--- config.mk ---
export PLATFORM = sky130hd
export DESIGN_NAME = iir_direct_form_two_filter_flat
export DESIGN_NICKNAME = d
export VERILOG_FILES = /design/src/design/iir_pkg.sv /design/src/design/iir_if.sv /design/src/design/iir_direct_form_two_filter.sv /design/src/design/iir_coef_store.sv /design/src/design/iir_mac.sv /design/src/flat_wrapper.sv
export SDC_FILE = /design/constraint.sdc
export NUM_CORES = 2
export LEC_CHECK = 0
export BUFFER_PORTS_ARGS = -buffer_cell sky130_fd_sc_hd__buf_4
export CORE_MARGIN = 2
export CORE_UTILIZATION = 40
export CTS_CLUSTER_SIZE = 8
export DETAILED_ROUTE_END_ITERATION = 10
export PLACE_DENSITY_LB_ADDON = 0.25
export SYNTH_ARGS = -nofsm -noshare
export SYNTH_HDL_FRONTEND = slang
export SYNTH_SLANG_ARGS = --single-unit
--- constraint.sdc ---
create_clock -name clk -period 32 [get_ports clk]
set_input_delay 8 -clock clk [delete_from_list [all_inputs] [get_ports clk]]
set_output_delay 8 -clock clk [all_outputs]
set_load 0.005 [all_outputs]
--- src/design/iir_pkg.sv ---
`timescale 1ns / 1ps

package iir_pkg;

  // filter order and coefficient fraction bits
  localparam int ORDER     = 4;
  localparam int COEF_FRAC = 44;

  // coefficient store holds a1..aN then b0..bN
  localparam int NCOEF = 2 * ORDER + 1;

  // field widths
  localparam int SAMPLE_W = 16;
  localparam int COEF_W   = 48;
  localparam int IDX_W    = 4;
  localparam int TAP_W    = 64;
  localparam int OUT_W    = 32;
  localparam int ACC_W    = 128;

  // operand split for the shared multiplier
  localparam int CLO_W   = 24;
  localparam int TLO_W   = 32;
  localparam int CPC_W   = CLO_W + 1;
  localparam int TPC_W   = TLO_W + 1;
  localparam int PROD_W  = CPC_W + TPC_W;

  // sample lands at 16 + COEF_FRAC fraction bits
  localparam int SMP_SH = 16 + COEF_FRAC;

  // index widths
  localparam int CIW    = $clog2(NCOEF);
  localparam int KW     = $clog2(ORDER + 1);
  localparam int TAP_IW = (ORDER > 1) ? $clog2(ORDER) : 1;

  // command codes
  localparam logic CMD_SAMPLE = 1'b0;
  localparam logic CMD_WRITE  = 1'b1;

  // accumulator operations issued by the sequencer
  typedef enum logic [1:0] {
    MAC_NOP,
    MAC_LOAD_SAMPLE,
    MAC_LOAD_ZERO,
    MAC_ROUND
  } mac_op_t;

  // control from sequencer to the multiply-accumulate unit
  typedef struct packed {
    mac_op_t                     op;
    logic                        mul_en;
    logic                        sub;
    logic [1:0]                  part;
    logic signed [SAMPLE_W-1:0]  sample;
  } mac_ctl_t;

  // reduced accumulator value back to the sequencer
  typedef struct packed {
    logic signed [TAP_W-1:0] value;
    logic                    ovf;
  } mac_stat_t;

endpackage

--- src/design/iir_if.sv ---
`timescale 1ns / 1ps

// input item channel
interface iir_in_if;
  logic                                valid;
  logic                                ready;
  logic                                command;
  logic signed [iir_pkg::SAMPLE_W-1:0] sample_in;
  logic [iir_pkg::IDX_W-1:0]           coef_index;
  logic signed [iir_pkg::COEF_W-1:0]   coef_value;

  modport source (output valid, command, sample_in, coef_index, coef_value, input ready);
  modport sink (input valid, command, sample_in, coef_index, coef_value, output ready);
endinterface

// result item channel
interface iir_out_if;
  logic                             valid;
  logic                             ready;
  logic signed [iir_pkg::OUT_W-1:0] sample_out;
  logic                             is_sample;
  logic                             saturated;

  modport source (output valid, sample_out, is_sample, saturated, input ready);
  modport sink (input valid, sample_out, is_sample, saturated, output ready);
endinterface

--- src/design/iir_direct_form_two_filter.sv ---
`timescale 1ns / 1ps

// direct form II iir filter, one shared multiply-accumulate unit
// in_ch carries items: command 0 filters sample_in, command 1 writes
// coef_value into coefficient coef_index (a1..aN, then b0..bN)
// out_ch gives one item per input item: the Q16.16 sample with is_sample
// high and saturated flagging a clip, or an all-zero write acknowledge
// a sample runs from acceptance through the a-taps, w0 and the b-taps
// to S_Y, which loads out_ch and returns to idle for the next item; the
// 25x33 multiplier forms four partial products per tap, one per cycle,
// over ORDER a-taps and ORDER+1 b-taps, plus drain, round and capture
// a write is acknowledged from S_ACK once the output register is free
// in_ch.ready is high only while the sequencer is idle
// results sit in an output register; if the receiver stalls, the block
// finishes the next item and then holds until the register is taken
// reset clears the delay line, the coefficients and any pending result

module iir_direct_form_two_filter (
  input  logic      clk,
  input  logic      rst_n,
  iir_in_if.sink    in_ch,
  iir_out_if.source out_ch
);

  localparam int ORDER  = iir_pkg::ORDER;
  localparam int KW     = iir_pkg::KW;
  localparam int CIW    = iir_pkg::CIW;
  localparam int TAP_W  = iir_pkg::TAP_W;
  localparam int OUT_W  = iir_pkg::OUT_W;

  typedef enum logic [3:0] {
    S_IDLE,
    S_ACK,
    S_MUL_A,
    S_DRAIN_A,
    S_ROUND_A,
    S_W0,
    S_MUL_B,
    S_DRAIN_B,
    S_ROUND_B,
    S_Y
  } state_t;

  state_t                    state_r, state_nxt;
  logic [KW-1:0]             k_r, k_nxt;
  logic [1:0]                p_r, p_nxt;
  logic signed [TAP_W-1:0]   w0_r, w0_nxt;
  logic                      sat_r, sat_nxt;
  logic signed [TAP_W-1:0]   dly_r [ORDER];
  logic signed [TAP_W-1:0]   dly_nxt [ORDER];
  logic                      out_valid_r, out_valid_nxt;
  logic signed [OUT_W-1:0]   out_sample_r, out_sample_nxt;
  logic                      out_is_r, out_is_nxt;
  logic                      out_sat_r, out_sat_nxt;

  iir_pkg::mac_ctl_t          ctl;
  iir_pkg::mac_stat_t         stat;
  logic signed [iir_pkg::COEF_W-1:0] coef;
  logic signed [TAP_W-1:0]    tap;
  logic [CIW-1:0]             raddr;
  logic                       in_acc;
  logic                       coef_we;
  logic                       slot_free;
  logic                       y_fits;
  logic [TAP_W-OUT_W:0]       y_top;
  logic [KW-1:0]              k_dec;

  assign in_ch.ready = (state_r == S_IDLE);
  assign in_acc      = in_ch.valid && in_ch.ready;
  assign slot_free   = !out_valid_r || out_ch.ready;
  assign k_dec       = k_r - KW'(1);

  // output saturation check on the reduced value
  assign y_top  = stat.value[TAP_W-1:OUT_W-1];
  assign y_fits = (&y_top) | ~(|y_top);

  iir_coef_store u_coef (
    .clk   (clk),
    .rst_n (rst_n),
    .we    (coef_we),
    .waddr (in_ch.coef_index),
    .wdata (in_ch.coef_value),
    .raddr (raddr),
    .rdata (coef)
  );

  iir_mac u_mac (
    .clk   (clk),
    .rst_n (rst_n),
    .ctl   (ctl),
    .coef  (coef),
    .tap   (tap),
    .stat  (stat)
  );

  // sequencer next state
  always_comb begin
    state_nxt      = state_r;
    k_nxt          = k_r;
    p_nxt          = p_r;
    w0_nxt         = w0_r;
    sat_nxt        = sat_r;
    dly_nxt        = dly_r;
    out_valid_nxt  = out_valid_r && !out_ch.ready;
    out_sample_nxt = out_sample_r;
    out_is_nxt     = out_is_r;
    out_sat_nxt    = out_sat_r;
    coef_we        = 1'b0;
    raddr          = CIW'(k_r);
    tap            = dly_r[k_r[iir_pkg::TAP_IW-1:0]];
    ctl.op         = iir_pkg::MAC_NOP;
    ctl.mul_en     = 1'b0;
    ctl.sub        = 1'b0;
    ctl.part       = p_r;
    ctl.sample     = in_ch.sample_in;

    unique case (state_r)
      S_IDLE: begin
        if (in_acc) begin
          if (in_ch.command == iir_pkg::CMD_WRITE) begin
            coef_we   = 1'b1;
            state_nxt = S_ACK;
          end else begin
            ctl.op    = iir_pkg::MAC_LOAD_SAMPLE;
            k_nxt     = '0;
            p_nxt     = '0;
            sat_nxt   = 1'b0;
            state_nxt = S_MUL_A;
          end
        end
      end
      S_ACK: begin
        if (slot_free) begin
          out_valid_nxt  = 1'b1;
          out_sample_nxt = '0;
          out_is_nxt     = 1'b0;
          out_sat_nxt    = 1'b0;
          state_nxt      = S_IDLE;
        end
      end
      // feedback taps: subtract a_i * d_i
      S_MUL_A: begin
        ctl.mul_en = 1'b1;
        ctl.sub    = 1'b1;
        p_nxt      = p_r + 2'd1;
        if (p_r == 2'd3) begin
          k_nxt = k_r + KW'(1);
          if (k_r == KW'(ORDER - 1)) begin
            state_nxt = S_DRAIN_A;
          end
        end
      end
      S_DRAIN_A: begin
        state_nxt = S_ROUND_A;
      end
      S_ROUND_A: begin
        ctl.op    = iir_pkg::MAC_ROUND;
        state_nxt = S_W0;
      end
      S_W0: begin
        w0_nxt    = stat.value;
        sat_nxt   = sat_r | stat.ovf;
        ctl.op    = iir_pkg::MAC_LOAD_ZERO;
        k_nxt     = '0;
        p_nxt     = '0;
        state_nxt = S_MUL_B;
      end
      // feedforward taps: b0 * w0, then b_i * d_i
      S_MUL_B: begin
        ctl.mul_en = 1'b1;
        raddr      = CIW'(ORDER) + CIW'(k_r);
        if (k_r == '0) begin
          tap = w0_r;
        end else begin
          tap = dly_r[k_dec[iir_pkg::TAP_IW-1:0]];
        end
        p_nxt = p_r + 2'd1;
        if (p_r == 2'd3) begin
          k_nxt = k_r + KW'(1);
          if (k_r == KW'(ORDER)) begin
            state_nxt = S_DRAIN_B;
          end
        end
      end
      S_DRAIN_B: begin
        state_nxt = S_ROUND_B;
      end
      S_ROUND_B: begin
        ctl.op    = iir_pkg::MAC_ROUND;
        state_nxt = S_Y;
      end
      S_Y: begin
        if (slot_free) begin
          out_valid_nxt = 1'b1;
          out_is_nxt    = 1'b1;
          out_sat_nxt   = sat_r | stat.ovf | !y_fits;
          if (y_fits) begin
            out_sample_nxt = stat.value[OUT_W-1:0];
          end else if (stat.value[TAP_W-1]) begin
            out_sample_nxt = {1'b1, {(OUT_W-1){1'b0}}};
          end else begin
            out_sample_nxt = {1'b0, {(OUT_W-1){1'b1}}};
          end
          // shift the delay line, w0 enters at the front
          for (int i = ORDER - 1; i > 0; i--) begin
            dly_nxt[i] = dly_r[i-1];
          end
          dly_nxt[0] = w0_r;
          state_nxt  = S_IDLE;
        end
      end
      default: begin
        state_nxt = S_IDLE;
      end
    endcase
  end

  // state, delay line and output register
  always_ff @(posedge clk) begin
    w0_r         <= w0_nxt;
    out_sample_r <= out_sample_nxt;
    out_is_r     <= out_is_nxt;
    out_sat_r    <= out_sat_nxt;
    k_r          <= k_nxt;
    p_r          <= p_nxt;
    sat_r        <= sat_nxt;
    if (!rst_n) begin
      state_r     <= S_IDLE;
      out_valid_r <= 1'b0;
      for (int i = 0; i < ORDER; i++) begin
        dly_r[i] <= '0;
      end
    end else begin
      state_r     <= state_nxt;
      out_valid_r <= out_valid_nxt;
      dly_r       <= dly_nxt;
    end
  end

  assign out_ch.valid      = out_valid_r;
  assign out_ch.sample_out = out_sample_r;
  assign out_ch.is_sample  = out_is_r;
  assign out_ch.saturated  = out_sat_r;

endmodule

--- src/design/iir_coef_store.sv ---
`timescale 1ns / 1ps

module iir_coef_store (
  input  logic                              clk,
  input  logic                              rst_n,
  input  logic                              we,
  input  logic [iir_pkg::IDX_W-1:0]         waddr,
  input  logic signed [iir_pkg::COEF_W-1:0] wdata,
  input  logic [iir_pkg::CIW-1:0]           raddr,
  output logic signed [iir_pkg::COEF_W-1:0] rdata
);

  logic signed [iir_pkg::COEF_W-1:0] coef_r [iir_pkg::NCOEF];

  // writes beyond the last coefficient are dropped
  always_ff @(posedge clk) begin
    if (!rst_n) begin
      for (int i = 0; i < iir_pkg::NCOEF; i++) begin
        coef_r[i] <= '0;
      end
    end else if (we && (int'(waddr) < iir_pkg::NCOEF)) begin
      coef_r[iir_pkg::CIW'(waddr)] <= wdata;
    end
  end

  assign rdata = coef_r[raddr];

endmodule

--- src/design/iir_mac.sv ---
`timescale 1ns / 1ps

module iir_mac (
  input  logic                              clk,
  input  logic                              rst_n,
  input  iir_pkg::mac_ctl_t                 ctl,
  input  logic signed [iir_pkg::COEF_W-1:0] coef,
  input  logic signed [iir_pkg::TAP_W-1:0]  tap,
  output iir_pkg::mac_stat_t                stat
);

  localparam int ACC_W = iir_pkg::ACC_W;
  localparam int HI_W  = ACC_W - iir_pkg::COEF_FRAC - iir_pkg::TAP_W + 1;

  logic signed [iir_pkg::CPC_W-1:0]  cpc;
  logic signed [iir_pkg::TPC_W-1:0]  tpc;
  logic signed [iir_pkg::PROD_W-1:0] prod_r;
  logic                              acc_en_r;
  logic                              sub_r;
  logic [1:0]                        part_r;
  logic signed [ACC_W-1:0]           acc_r;
  logic signed [ACC_W-1:0]           acc_nxt;
  logic signed [ACC_W-1:0]           prod_ext;
  logic signed [ACC_W-1:0]           addend;
  logic signed [ACC_W-1:0]           shifted;
  logic [HI_W-1:0]                   top_bits;
  logic                              fits;

  // operand pieces: low halves unsigned, high halves signed
  always_comb begin
    if (ctl.part[0]) begin
      cpc = $signed({coef[iir_pkg::COEF_W-1], coef[iir_pkg::COEF_W-1:iir_pkg::CLO_W]});
    end else begin
      cpc = $signed({1'b0, coef[iir_pkg::CLO_W-1:0]});
    end
    if (ctl.part[1]) begin
      tpc = $signed({tap[iir_pkg::TAP_W-1], tap[iir_pkg::TAP_W-1:iir_pkg::TLO_W]});
    end else begin
      tpc = $signed({1'b0, tap[iir_pkg::TLO_W-1:0]});
    end
  end

  // partial product register
  always_ff @(posedge clk) begin
    prod_r <= cpc * tpc;
    sub_r  <= ctl.sub;
    part_r <= ctl.part;
    if (!rst_n) begin
      acc_en_r <= 1'b0;
    end else begin
      acc_en_r <= ctl.mul_en;
    end
  end

  // align the partial product to its weight
  assign prod_ext = ACC_W'(prod_r);
  always_comb begin
    case (part_r)
      2'd0:    addend = prod_ext;
      2'd1:    addend = prod_ext <<< iir_pkg::CLO_W;
      2'd2:    addend = prod_ext <<< iir_pkg::TLO_W;
      default: addend = prod_ext <<< (iir_pkg::CLO_W + iir_pkg::TLO_W);
    endcase
  end

  // accumulator update
  always_comb begin
    acc_nxt = acc_r;
    if (acc_en_r) begin
      acc_nxt = sub_r ? (acc_r - addend) : (acc_r + addend);
    end else begin
      case (ctl.op)
        iir_pkg::MAC_LOAD_SAMPLE: acc_nxt = ACC_W'(ctl.sample) <<< iir_pkg::SMP_SH;
        iir_pkg::MAC_LOAD_ZERO:   acc_nxt = '0;
        iir_pkg::MAC_ROUND:       acc_nxt = acc_r + (ACC_W'(1) <<< (iir_pkg::COEF_FRAC - 1));
        default:                  acc_nxt = acc_r;
      endcase
    end
  end

  always_ff @(posedge clk) begin
    acc_r <= acc_nxt;
  end

  // drop fraction bits and saturate to the tap width
  assign shifted  = acc_r >>> iir_pkg::COEF_FRAC;
  assign top_bits = shifted[ACC_W-iir_pkg::COEF_FRAC-1:iir_pkg::TAP_W-1];
  assign fits     = (&top_bits) | ~(|top_bits);

  always_comb begin
    stat.ovf = ~fits;
    if (fits) begin
      stat.value = shifted[iir_pkg::TAP_W-1:0];
    end else if (acc_r[ACC_W-1]) begin
      stat.value = {1'b1, {(iir_pkg::TAP_W-1){1'b0}}};
    end else begin
      stat.value = {1'b0, {(iir_pkg::TAP_W-1){1'b1}}};
    end
  end

endmodule
--- src/flat_wrapper.sv ---
// flat-port wrapper written by rule: the top's interface ports become plain ports
module iir_direct_form_two_filter_flat 
  (clk, rst_n, in_ch_valid, in_ch_command, in_ch_sample_in, in_ch_coef_index, in_ch_coef_value, in_ch_ready, out_ch_valid, out_ch_sample_out, out_ch_is_sample, out_ch_saturated, out_ch_ready);
  iir_in_if in_ch_i ();
  iir_out_if out_ch_i ();
  input  logic clk;
  input  logic rst_n;
  input wire logic [$bits(in_ch_i.valid)-1:0] in_ch_valid;
  input wire logic [$bits(in_ch_i.command)-1:0] in_ch_command;
  input wire logic [$bits(in_ch_i.sample_in)-1:0] in_ch_sample_in;
  input wire logic [$bits(in_ch_i.coef_index)-1:0] in_ch_coef_index;
  input wire logic [$bits(in_ch_i.coef_value)-1:0] in_ch_coef_value;
  output wire logic [$bits(in_ch_i.ready)-1:0] in_ch_ready;
  output wire logic [$bits(out_ch_i.valid)-1:0] out_ch_valid;
  output wire logic [$bits(out_ch_i.sample_out)-1:0] out_ch_sample_out;
  output wire logic [$bits(out_ch_i.is_sample)-1:0] out_ch_is_sample;
  output wire logic [$bits(out_ch_i.saturated)-1:0] out_ch_saturated;
  input wire logic [$bits(out_ch_i.ready)-1:0] out_ch_ready;
  assign in_ch_i.valid = in_ch_valid;
  assign in_ch_i.command = in_ch_command;
  assign in_ch_i.sample_in = in_ch_sample_in;
  assign in_ch_i.coef_index = in_ch_coef_index;
  assign in_ch_i.coef_value = in_ch_coef_value;
  assign in_ch_ready = in_ch_i.ready;
  assign out_ch_valid = out_ch_i.valid;
  assign out_ch_sample_out = out_ch_i.sample_out;
  assign out_ch_is_sample = out_ch_i.is_sample;
  assign out_ch_saturated = out_ch_i.saturated;
  assign out_ch_i.ready = out_ch_ready;
  iir_direct_form_two_filter u_core (.clk(clk), .rst_n(rst_n), .in_ch(in_ch_i), .out_ch(out_ch_i));
endmodule
==> impl_metrics.tcl <==
set metrics [dict create \
    status "finished, final reports clean" \
    ir_worst_vdd_v 0.0000541 \
    post-route-util_pct 44.2 \
    firstDrtPassIters 5 \
    synth_area_leaders "edfxtp_1, fa_1, mux4_2" \
    die_w_um 486 \
    synthToLayoutAreaGrowth_pct 9.68 \
    start_util_pct 40.3 \
    cts_tree "yes" \
    yosys.area.top_type "edfxtp_1" \
    cts_htree_levels 4 \
    crit_type "register to register" \
    cts.sinks 1131 \
    ys_seq_elements 1131 \
    hold_viol_final 0 \
    cp_common_cell "fa_1" \
    wl_per_cell_um 23.8 \
    drtIter0Drc 6302 \
    stdcell_area_mm2 0.102 \
    fin_skew_ns 0.0860 \
    drv_slew 0 \
    maxCapViolCount 0 \
    rows 176 \
    ant_nets 0 \
    cts_root_buf "clkbuf_16" \
    synth_top_area_share_pct 26.1 \
    ys.flop_type "edfxtp_1" \
    ios 109 \
    grt_usage_pct 24.8 \
    clock_latency_ns 0.85 \
    grt_pass1_vias 71000 \
    core-area_mm2 0.230 \
    crit_arrival_ns 12.63 \
    die-area_mm2 0.236 \
    finalSetupViolCount 0 \
    synth_edf_count 808 \
    power_mw 4.80 \
    routed_wl_mm 293 \
    dpl.hpwl_mm 211 \
    cts_resized 0 \
    drc 0 \
    worstSetupEndpointType "register" \
    die_h_um 486 \
    portBuffers 108 \
    finalCritPeriodShare_pct 37.1 \
    grt_max_degree 233 \
    ctsHoldBuffers 0 \
    slowest_delay_ns 0.91 \
    syn_area_mm2 0.0929 \
    postPlaceCellArea_mm2 0.0972 \
    slowest_stage "o21a_1" \
    seq_area_frac_synth_pct 33.1 \
    synth_cell_types 99 \
    whs_ns 0.441 \
    yosysMostFrequentCell "nand2_1" \
    cts_setup_buffers 0 \
    antenna_found_initial 11 \
    overflow 0 \
    clock_path_buffers 3 \
    fin_setup_tns_ns 0 \
    cp-start-kind "register" \
    nNetsFinal 10400 \
    worstMarginPinSlew_ns 1.41 \
    ys_warn_count 0 \
    crit_fanout 99 \
    cts_buffers 162 \
    hold_class "register to register" \
    worstPathRequired_ns 32.75 \
    synthCells 9229 \
    place.gp.congestion 0.937 \
    drive_above_1_share_pct 9.65 \
    max_freq_ghz 0.0842 \
    viasPerCell 5.65 \
    leakagePower_nw 42.1 \
    async_flop_share_pct 0 \
    rsz0062_at_grt "no" \
    syn-mean-instance-area_um2 10.1 \
    fin_crit_ns 11.88 \
    max_slew_margin_pct 4.77 \
    netlist_top_cells_count "nand2_1, inv_1, fa_1" \
    fillers 21800 \
    clkTransAtPathRegs_ns 0.05 \
    num_vias 69500 \
    grt_pass1_wl_mm 445 \
    powerDensity_mw_per_mm2 47.1 \
]
registers in the layout (all words and copies together) (netlist names):
signal	cells
u_core.u_mac.prod_r	58
u_core.u_mac.sub_r	1
u_core.out_ch.is_sample	1
u_core.p_r	2
u_core.u_mac.acc_r	128
u_core.sat_r	1
u_core.w0_r	64
u_core.u_mac.acc_en_r	1
u_core.k_r	3
u_core.u_mac.part_r	2
u_core.dly_r	256
u_core.state_r	4
u_core.out_ch.valid	1
u_core.out_ch.saturated	1
u_core.u_coef.coef_r	576
u_core.out_ch.sample_out	32
cells by family after synthesis:
kind of cell / Yosys count / share of synthesized area [%]
AO/OA/AOI/OAI: 1513 / 10.4
XOR/XNOR: 358 / 3.38
adder cells (fa/ha/maj): 1133 / 22.1
buffers and inverters: 1539 / 6.38
flip-flops: 1131 / 33.1
multiplexers: 457 / 9.30
other: 1 / 0.00404
AND/OR/NAND/NOR: 3097 / 15.4
metal layers:
layer  up-vias  part of all wire (%)  global-route usage [%]
met5         -                 0.024                       0
met4        12                   3.7                    8.79
met3       471                   6.8                    3.81
met2      2529                    46                    38.8
met1     35500                    44                    34.9
li1      31000                     -                       -
worst max-delay path: cells and delay by family (launching register included):
| kind | cells | cell delay, ns |
|---|---|---|
| fa+ha+maj | 8 | 3.93 |
| compound gates | 11 | 3.34 |
| buf+inv | 7 | 2.26 |
| mux | 2 | 1.03 |
| simple gates | 4 | 0.73 |
| flops | 1 | 0.39 |
path summary, 6_finish.rpt:
| check | start | to | slack, ns | depth (start not counted) |
|---|---|---|---|---|
| hold reg to reg | u_core.dly_r[203] | u_core.dly_r[139] | 0.44 | 2 |
| hold / removal | u_core.dly_r[203] | u_core.dly_r[139] | 0.44 | 2 |
| setup / recovery | u_core.k_r[0] | u_core.u_mac.prod_r[57] | 20.12 | 32 |
| setup reg to reg | u_core.k_r[0] | u_core.u_mac.prod_r[57] | 20.12 | 32 |
layout by cell type, fill, tap and decap left out, drive strengths merged, types with 53 or more instances in the layout:
cell type  instances
mux2i            121
and3             134
fa               843
xnor2            224
and2             406
clkbuf           202
a21boi           276
conb             144
a21oi            489
mux4             324
inv              954
nand4            104
a21o             152
nor3              70
nand3            122
o21ai            269
xor2             134
nor2             688
ha               290
nand2           1343
buf              253
edfxtp           808
nand2b            53
o21a              56
dfxtp            323
power breakdown:
group          internal [mW]  switching [mW]
logic                  0.501           0.977
clock network          0.940           0.669
registers               1.65          0.0693
final cells by class:
class | instances | area, um2 | area share, %
tap | 3026 | 3790 | 3.72
timing repair buffer | 253 | 1940 | 1.90
clock inverter | 23 | 517 | 0.507
clock buffer | 202 | 4200 | 4.13
inverter | 957 | 3590 | 3.53
antenna | 3 | 7.51 | 0.00737
sequential | 1131 | 30700 | 30.2
multi-input combinational | 6702 | 57100 | 56.0
through the flow:
step | instances | worst slack (ns)
detailed placement | 12100 | 19.28
CTS | 12300 | 20.02
global route | 12300 | 19.39
floorplan | 9372 | 15.98
finish | 12300 | 20.12
global placement | 12100 | 19.28
Power figures use the tool's default switching activity.
